## src/hdl/sse_pkg.sv

```systemverilog
package sse_pkg;

  // Width of one list element.
  localparam int DATA_W = 32;

  // Default depth of the element store.
  localparam int MAX_ELEMENTS_DEF = 64;

  typedef enum logic [2:0] {
    ST_IDLE,
    ST_READ_POS,
    ST_FIRST,
    ST_SCAN,
    ST_SWAP
  } state_t;

  // Commands from the controller to the datapath.
  typedef struct packed {
    logic load;
    logic read_pos;
    logic take_pos;
    logic compare;
    logic read_probe;
    logic swap;
  } cmd_t;

  // Status from the datapath to the controller.
  typedef struct packed {
    logic probe_end;
    logic pos_last;
  } status_t;

endpackage

```

## src/hdl/sse_ctrl.sv

```systemverilog
module sse_ctrl (
  input  logic              clk,
  input  logic              rst,
  input  logic              start,
  input  logic              last_item,
  input  sse_pkg::status_t  status,
  output logic              busy,
  output sse_pkg::cmd_t     cmd
);

  sse_pkg::state_t state;
  sse_pkg::state_t state_next;

  always_ff @(posedge clk) begin
    if (rst) begin
      state <= sse_pkg::ST_IDLE;
    end else begin
      state <= state_next;
    end
  end

  always_comb begin
    state_next = state;
    case (state)
      sse_pkg::ST_IDLE: begin
        if (start && last_item) begin
          state_next = sse_pkg::ST_READ_POS;
        end
      end
      sse_pkg::ST_READ_POS: begin
        state_next = sse_pkg::ST_FIRST;
      end
      sse_pkg::ST_FIRST, sse_pkg::ST_SCAN: begin
        if (status.probe_end) begin
          state_next = sse_pkg::ST_SWAP;
        end else begin
          state_next = sse_pkg::ST_SCAN;
        end
      end
      sse_pkg::ST_SWAP: begin
        if (status.pos_last) begin
          state_next = sse_pkg::ST_IDLE;
        end else begin
          state_next = sse_pkg::ST_READ_POS;
        end
      end
      default: begin
        state_next = sse_pkg::ST_IDLE;
      end
    endcase
  end

  always_comb begin
    cmd  = '0;
    busy = 1'b1;
    case (state)
      sse_pkg::ST_IDLE: begin
        busy     = 1'b0;
        cmd.load = start;
      end
      sse_pkg::ST_READ_POS: begin
        cmd.read_pos = 1'b1;
      end
      sse_pkg::ST_FIRST: begin
        cmd.take_pos   = 1'b1;
        cmd.read_probe = !status.probe_end;
      end
      sse_pkg::ST_SCAN: begin
        cmd.compare    = 1'b1;
        cmd.read_probe = !status.probe_end;
      end
      sse_pkg::ST_SWAP: begin
        cmd.swap = 1'b1;
      end
      default: begin
        busy = 1'b1;
      end
    endcase
  end

endmodule

```

## src/hdl/sse_dp.sv

```systemverilog
module sse_dp #(
  parameter int MAX_ELEMENTS = sse_pkg::MAX_ELEMENTS_DEF
) (
  input  logic                               clk,
  input  logic                               rst,
  input  logic signed [sse_pkg::DATA_W-1:0]  value,
  input  sse_pkg::cmd_t                      cmd,
  output sse_pkg::status_t                   status,
  output logic                               result_valid,
  output logic signed [sse_pkg::DATA_W-1:0]  sorted_value,
  output logic                               last_result,
  output logic                               overflowed
);

  localparam int AW = $clog2(MAX_ELEMENTS);
  localparam int CW = $clog2(MAX_ELEMENTS + 1);

  logic signed [sse_pkg::DATA_W-1:0] mem [MAX_ELEMENTS];

  logic [CW-1:0]                     count;
  logic                              overflow_flag;
  logic [CW-1:0]                     pos;
  logic [CW-1:0]                     probe;
  logic [AW-1:0]                     rd_idx;
  logic signed [sse_pkg::DATA_W-1:0] rdata;
  logic signed [sse_pkg::DATA_W-1:0] posval;
  logic signed [sse_pkg::DATA_W-1:0] minval;
  logic [AW-1:0]                     least;
  logic                              room;

  assign room             = (count < CW'(MAX_ELEMENTS));
  assign status.probe_end = (probe == count);
  assign status.pos_last  = (CW'(pos + CW'(1)) == count);

  // Store: one write port, one registered read port.
  always_ff @(posedge clk) begin
    if (cmd.load && room) begin
      mem[count[AW-1:0]] <= value;
    end else if (cmd.swap) begin
      mem[least] <= posval;
    end
  end

  always_ff @(posedge clk) begin
    if (cmd.read_pos) begin
      rdata  <= mem[pos[AW-1:0]];
      rd_idx <= pos[AW-1:0];
    end else if (cmd.read_probe) begin
      rdata  <= mem[probe[AW-1:0]];
      rd_idx <= probe[AW-1:0];
    end
  end

  always_ff @(posedge clk) begin
    if (rst) begin
      count         <= '0;
      overflow_flag <= 1'b0;
    end else if (cmd.load) begin
      if (room) begin
        count <= CW'(count + CW'(1));
      end else begin
        overflow_flag <= 1'b1;
      end
    end else if (cmd.swap && status.pos_last) begin
      count         <= '0;
      overflow_flag <= 1'b0;
    end
  end

  always_ff @(posedge clk) begin
    if (cmd.load) begin
      pos <= '0;
    end else if (cmd.swap) begin
      pos <= CW'(pos + CW'(1));
    end
    if (cmd.read_pos) begin
      probe <= CW'(pos + CW'(1));
    end else if (cmd.read_probe) begin
      probe <= CW'(probe + CW'(1));
    end
  end

  // Running minimum; a tie keeps the earlier entry.
  always_ff @(posedge clk) begin
    if (cmd.take_pos) begin
      posval <= rdata;
      minval <= rdata;
      least  <= rd_idx;
    end else if (cmd.compare && (minval > rdata)) begin
      minval <= rdata;
      least  <= rd_idx;
    end
  end

  always_ff @(posedge clk) begin
    if (rst) begin
      result_valid <= 1'b0;
    end else begin
      result_valid <= cmd.swap;
    end
  end

  always_ff @(posedge clk) begin
    if (cmd.swap) begin
      sorted_value <= minval;
      last_result  <= status.pos_last;
      overflowed   <= overflow_flag;
    end
  end

endmodule

```

## src/hdl/selection_sort_engine_unit.sv

```systemverilog
// Selection sort engine. A list of signed 32-bit values is loaded one transaction per
// cycle (start high while busy is low); the transaction with last_item set closes the
// list and busy rises. Values beyond the store depth are dropped and every result of
// that run carries overflowed. The engine then finds, for each position in turn, the
// first strict minimum of the remaining entries by reading the store once per entry,
// and presents that minimum as one result for a single cycle with result_valid high;
// the receiver cannot stall, so it must take every result as it appears. The final
// result carries last_result and busy falls on that same cycle. The element store has a
// single read port, so the scan for each position reads the remaining entries one at a
// time, and a new list is taken only once busy has fallen.
module selection_sort_engine_unit #(
  parameter int MAX_ELEMENTS = sse_pkg::MAX_ELEMENTS_DEF
) (
  input  logic                               clk,
  input  logic                               rst,
  input  logic                               start,
  output logic                               busy,
  input  logic signed [sse_pkg::DATA_W-1:0]  value,
  input  logic                               last_item,
  output logic                               result_valid,
  output logic signed [sse_pkg::DATA_W-1:0]  sorted_value,
  output logic                               last_result,
  output logic                               overflowed
);

  // The controller sequences load, position fetch, scan and swap; the datapath
  // holds the store, the counters and the running minimum.
  sse_pkg::cmd_t    cmd;
  sse_pkg::status_t status;

  sse_ctrl u_ctrl (
    .clk       (clk),
    .rst       (rst),
    .start     (start),
    .last_item (last_item),
    .status    (status),
    .busy      (busy),
    .cmd       (cmd)
  );

  sse_dp #(
    .MAX_ELEMENTS (MAX_ELEMENTS)
  ) u_dp (
    .clk          (clk),
    .rst          (rst),
    .value        (value),
    .cmd          (cmd),
    .status       (status),
    .result_valid (result_valid),
    .sorted_value (sorted_value),
    .last_result  (last_result),
    .overflowed   (overflowed)
  );

`ifndef SYNTHESIS
  // Every result comes from a swap step in the previous cycle.
  assert property (@(posedge clk) disable iff (rst)
    result_valid |-> $past(cmd.swap))
    else $error("result without a preceding swap");

  // The final result of a run leaves the engine ready for a new list.
  assert property (@(posedge clk) disable iff (rst)
    (result_valid && last_result) |-> !busy)
    else $error("engine still busy after the final result");

  // Datapath steps that write the store or update the minimum never overlap.
  assert property (@(posedge clk) disable iff (rst)
    $onehot0({cmd.load, cmd.take_pos, cmd.compare, cmd.swap}))
    else $error("overlapping datapath commands");
`endif

endmodule
```

## config.mk

```make
export PLATFORM = sky130hd
export DESIGN_NAME = selection_sort_engine_unit
export DESIGN_NICKNAME = d
export VERILOG_FILES = /design/src/hdl/sse_pkg.sv /design/src/hdl/sse_ctrl.sv /design/src/hdl/sse_dp.sv /design/src/hdl/selection_sort_engine_unit.sv
export SDC_FILE = /design/constraint.sdc
export NUM_CORES = 2
export LEC_CHECK = 0
export BUFFER_PORTS_ARGS = -buffer_cell sky130_fd_sc_hd__buf_2
export CAP_MARGIN = 20
export CELL_PAD_IN_SITES_DETAIL_PLACEMENT = 1
export CELL_PAD_IN_SITES_GLOBAL_PLACEMENT = 2
export CORE_ASPECT_RATIO = 1.75
export CORE_MARGIN = 2
export CORE_UTILIZATION = 54
export DETAILED_ROUTE_END_ITERATION = 12
export PLACE_DENSITY_LB_ADDON = 0.1
export SETUP_SLACK_MARGIN = 0.2
export SYNTH_ARGS = -nofsm -noshare
export SYNTH_HDL_FRONTEND = slang
export SYNTH_HIERARCHICAL = 1
export SYNTH_SLANG_ARGS = --single-unit
```

## constraint.sdc

```tcl
create_clock -name clk -period 7.5 [get_ports clk]
set_input_delay 0.375 -clock clk [delete_from_list [all_inputs] [get_ports clk]]
set_output_delay 0.375 -clock clk [all_outputs]
set_load 0.01 [all_outputs]
```

==> reports/summary.txt <==
Synth Net Count -> 5,570
number of gates resized after CTS -> 0
number of global-route vias before repair -> 62.8k
WL/cell -> 45.7 µm
max_slew headroom -> 0.199
TritonCTS Buffers -> 206
Switching Share -> 0.273
r2r endpoint -> u_dp/mem[17][24]
Max Cap Viol -> 0
FF-to-FF Start -> u_ctrl/state[2]
H-tree depth -> 4
syn_area_per_cell -> 18.4 µm²
routability cong. -> 0.907
first-pass GRT wire length -> 514 mm
TritonCTS sink count -> 2,228
vias -> 61.0k
Final Cycle Share -> 0.740
status -> finished clean
Antenna Nets Post-Route -> 0
Tightest Pin Transition -> 1.20 ns
Critical Path RT -> 8.03 ns
Port Buffers -> 71
Via-to-Cell Ratio -> 7.46
Tot Pwr -> 29.4 mW
Reg2Reg Setup Slack -> 1.95 ns
starting density of the core -> 0.543
gr ovfl total -> 0
setup TNS -> 0 ns
die width -> 332 µm
number of hold violations in the final report -> 0
CTS root buf -> clkbuf_16
Ports -> 72
DRT iter0 DRCs -> 7,870
Placed Area -> 106,000 µm²
clock tree from TritonCTS -> built
Worst Path Max Fanout -> 22
#FFs+latches synth -> 2,228
Synth Instances -> 5,499
Max Fclk -> 0.180 GHz
CP Launch Type -> register
Final Max Slew Viols -> 0
Pwr Density -> 262 nW/µm²
placed insts -> 7,786
post-CTS setup buffer count -> 0
Post-synth EDFFs -> 2,197
Fin Hold WS -> 0.0477 ns
layout cells sized above 1 -> 0.267
sequential share of the synthesized area -> 0.657
Worst setup EP type -> register
post-route insts no fill -> 8,175
Core Area -> 187,000 µm²
Fillers -> 15.9k
DRC viols -> 0
Finished Core Util -> 0.601
clk slew on worst S/H paths -> 0.07 ns
fin nets -> 5,637
largest net degree at the start of global routing -> 107
Setup Skew -> 0.0597 ns
kind of critical path -> reg -> reg
Period minus WS final -> 5.55 ns
initial antenna violation count -> 23
combinational share of power -> 0.158
post-synth cell types -> 67
Bufs on Longest Clock Path -> 4
drt total wl -> 374 mm
worst slack, placed -> 2.08 ns
Hold Buf Count CTS -> 1
synthesis-to-layout area growth -> 10.8%
HP Class -> in -> reg
Internal Power -> 21.4 mW
Die Ht -> 577 µm
First-pass DRT Iterations -> 6
final setup violation count -> 0
hpwl dp -> 245 mm
Final WS setup -> 1.95 ns
crit path DAT -> 6.08 ns
std cell rows -> 210
Synth Warn # -> 6
clock latency on the worst-skew pair -> 0.89 ns
sw power -> 8.02 mW
Clock Power Share -> 0.363
Synth Flop Type -> edfxtp_1
worst r2r path cells -> 8
sequential share of power -> 0.479
RSZ-0062 raised after global routing -> no
Post-synth ARST share -> 0
post-route cell area -> 112,000 µm²
Die Area -> 191,000 µm²
Critical path origin -> u_ctrl/state[2]
Max IR drop VDD -> 233 µV
Leak Pwr -> 34.5 nW
Worst Setup EP -> u_dp/mem[17][24]
Synth Cell Area -> 101,000 µm²
total track usage -> 0.393
[state kept, by name, summed over array words and instances (netlist names), named ones only]
| name | flops |
|---|---|
| u_dp/last_result | 1 |
| u_dp/count | 7 |
| u_dp/minval | 32 |
| u_ctrl/state | 3 |
| u_dp/result_valid | 1 |
| u_dp/least | 6 |
| u_dp/mem | 2048 |
| u_dp/overflow_flag | 1 |
| u_dp/rd_idx | 6 |
| u_dp/overflowed | 1 |
| u_dp/pos | 7 |
| u_dp/rdata | 32 |
| u_dp/probe | 7 |
| u_dp/sorted_value | 32 |
| u_dp/posval | 32 |
[layout make-up]
type | count | area (µm²) | share of cell area
Antenna cell | 9 | 22.5 | 0.000200
Clock buffer | 237 | 5360 | 0.0477
Clock inverter | 133 | 1280 | 0.0114
Inverter | 40 | 150 | 0.00134
Multi-Input combinational cell | 2803 | 33400 | 0.298
Sequential cell | 2228 | 66600 | 0.593
Tap cell | 2438 | 3050 | 0.0271
Timing Repair Buffer | 287 | 2450 | 0.0218
[power groups by stage]
stage	Clock (mW)	Combinational, mW	Sequential (mW)
after floorplan	0	2.68	14.2
after global placement	0	4.47	14.3
after detailed placement	0	4.52	14.3
after CTS	10.8	4.54	14.1
after global routing	11.2	4.72	14.1
final	10.7	4.65	14.1
[placed cells by master (no fill, tap or decap), types with 90 or more instances in the layout]
cell type  instances
o22ai_1          146
nand2_1          206
clkbuf_16        210
a21oi_1           90
mux2i_1          572
buf_4            174
o221ai_1          91
edfxtp_1        2197
a211oi_1         162
a22oi_1          150
mux4_2           775
[kinds of logic after synthesis]
| family | after synthesis | synth area share |
|---|---|---|
| AO/OA/AOI/OAI | 842 | 0.0589 |
| flip-flops | 2228 | 0.657 |
| AND/OR/NAND/NOR | 493 | 0.0218 |
| buffers and inverters | 468 | 0.0210 |
| adder cells (fa/ha/maj) | 35 | 0.00432 |
| multiplexers | 1400 | 0.234 |
| XOR/XNOR | 33 | 0.00298 |
[worst max-delay path, stage by stage, from the launching register on]
cell	delay, ns
dfxtp_1	0.37
or3_2	0.50
nor2_1	0.64
nand2b_1	0.62
nand2_2	0.49
mux2i_1	0.44
nand2_1	0.62
nor2_4	1.06
buf_4	0.40
[cells in the mapped netlist, drive strengths merged, types with 6 or more instances]
cell type | instances | area share
edfxtp | 2197 | 0.65
mux4 | 775 | 0.17
mux2i | 572 | 0.056
buf | 242 | 0.013
nand2 | 209 | 0.0077
clkbuf | 186 | 0.0069
a211oi | 180 | 0.013
a22oi | 150 | 0.011
o22ai | 146 | 0.0090
nor2 | 107 | 0.0040
o221ai | 91 | 0.0079
a21oi | 90 | 0.0044
nand3 | 83 | 0.0041
o21ai | 72 | 0.0036
mux2 | 53 | 0.0059
inv | 40 | 0.0015
a22o | 36 | 0.0031
ha | 35 | 0.0043
dfxtp | 31 | 0.0061
o32ai | 29 | 0.0025
nor2b | 16 | 0.00099
xnor2 | 16 | 0.0014
xor2 | 16 | 0.0014
nand2b | 12 | 0.00074
nand4 | 12 | 0.00074
nand3b | 11 | 0.00081
and3 | 9 | 0.00056
nor3 | 9 | 0.00044
a2111oi | 6 | 0.00052
[metal layers]
| metal | track usage | part of all wire | vias to the layer above |
|---|---|---|---|
| met1 | 0.446 | 0.32 | 32764 |
| li1 | - | - | 23489 |
| met3 | 0.0734 | 0.086 | 1021 |
| met5 | 0 | 0.00021 | - |
| met2 | 0.656 | 0.50 | 3738 |
| met4 | 0.312 | 0.098 | 12 |
[worst min path at each step]
stage                   startpoint             to  cells after the start  slack [ns]
CTS                          start    u_dp/pos[6]                      4        0.05
detailed placement  u_dp/rd_idx[2]  u_dp/least[2]                      0        0.42
floorplan           u_dp/rd_idx[0]  u_dp/least[0]                      0        0.40
global placement    u_dp/rd_idx[3]  u_dp/least[3]                      0        0.41
finish                       start    u_dp/pos[6]                      4        0.05
global route                 start    u_dp/pos[6]                      4        0.08
(Power assumes the default switching activity.)
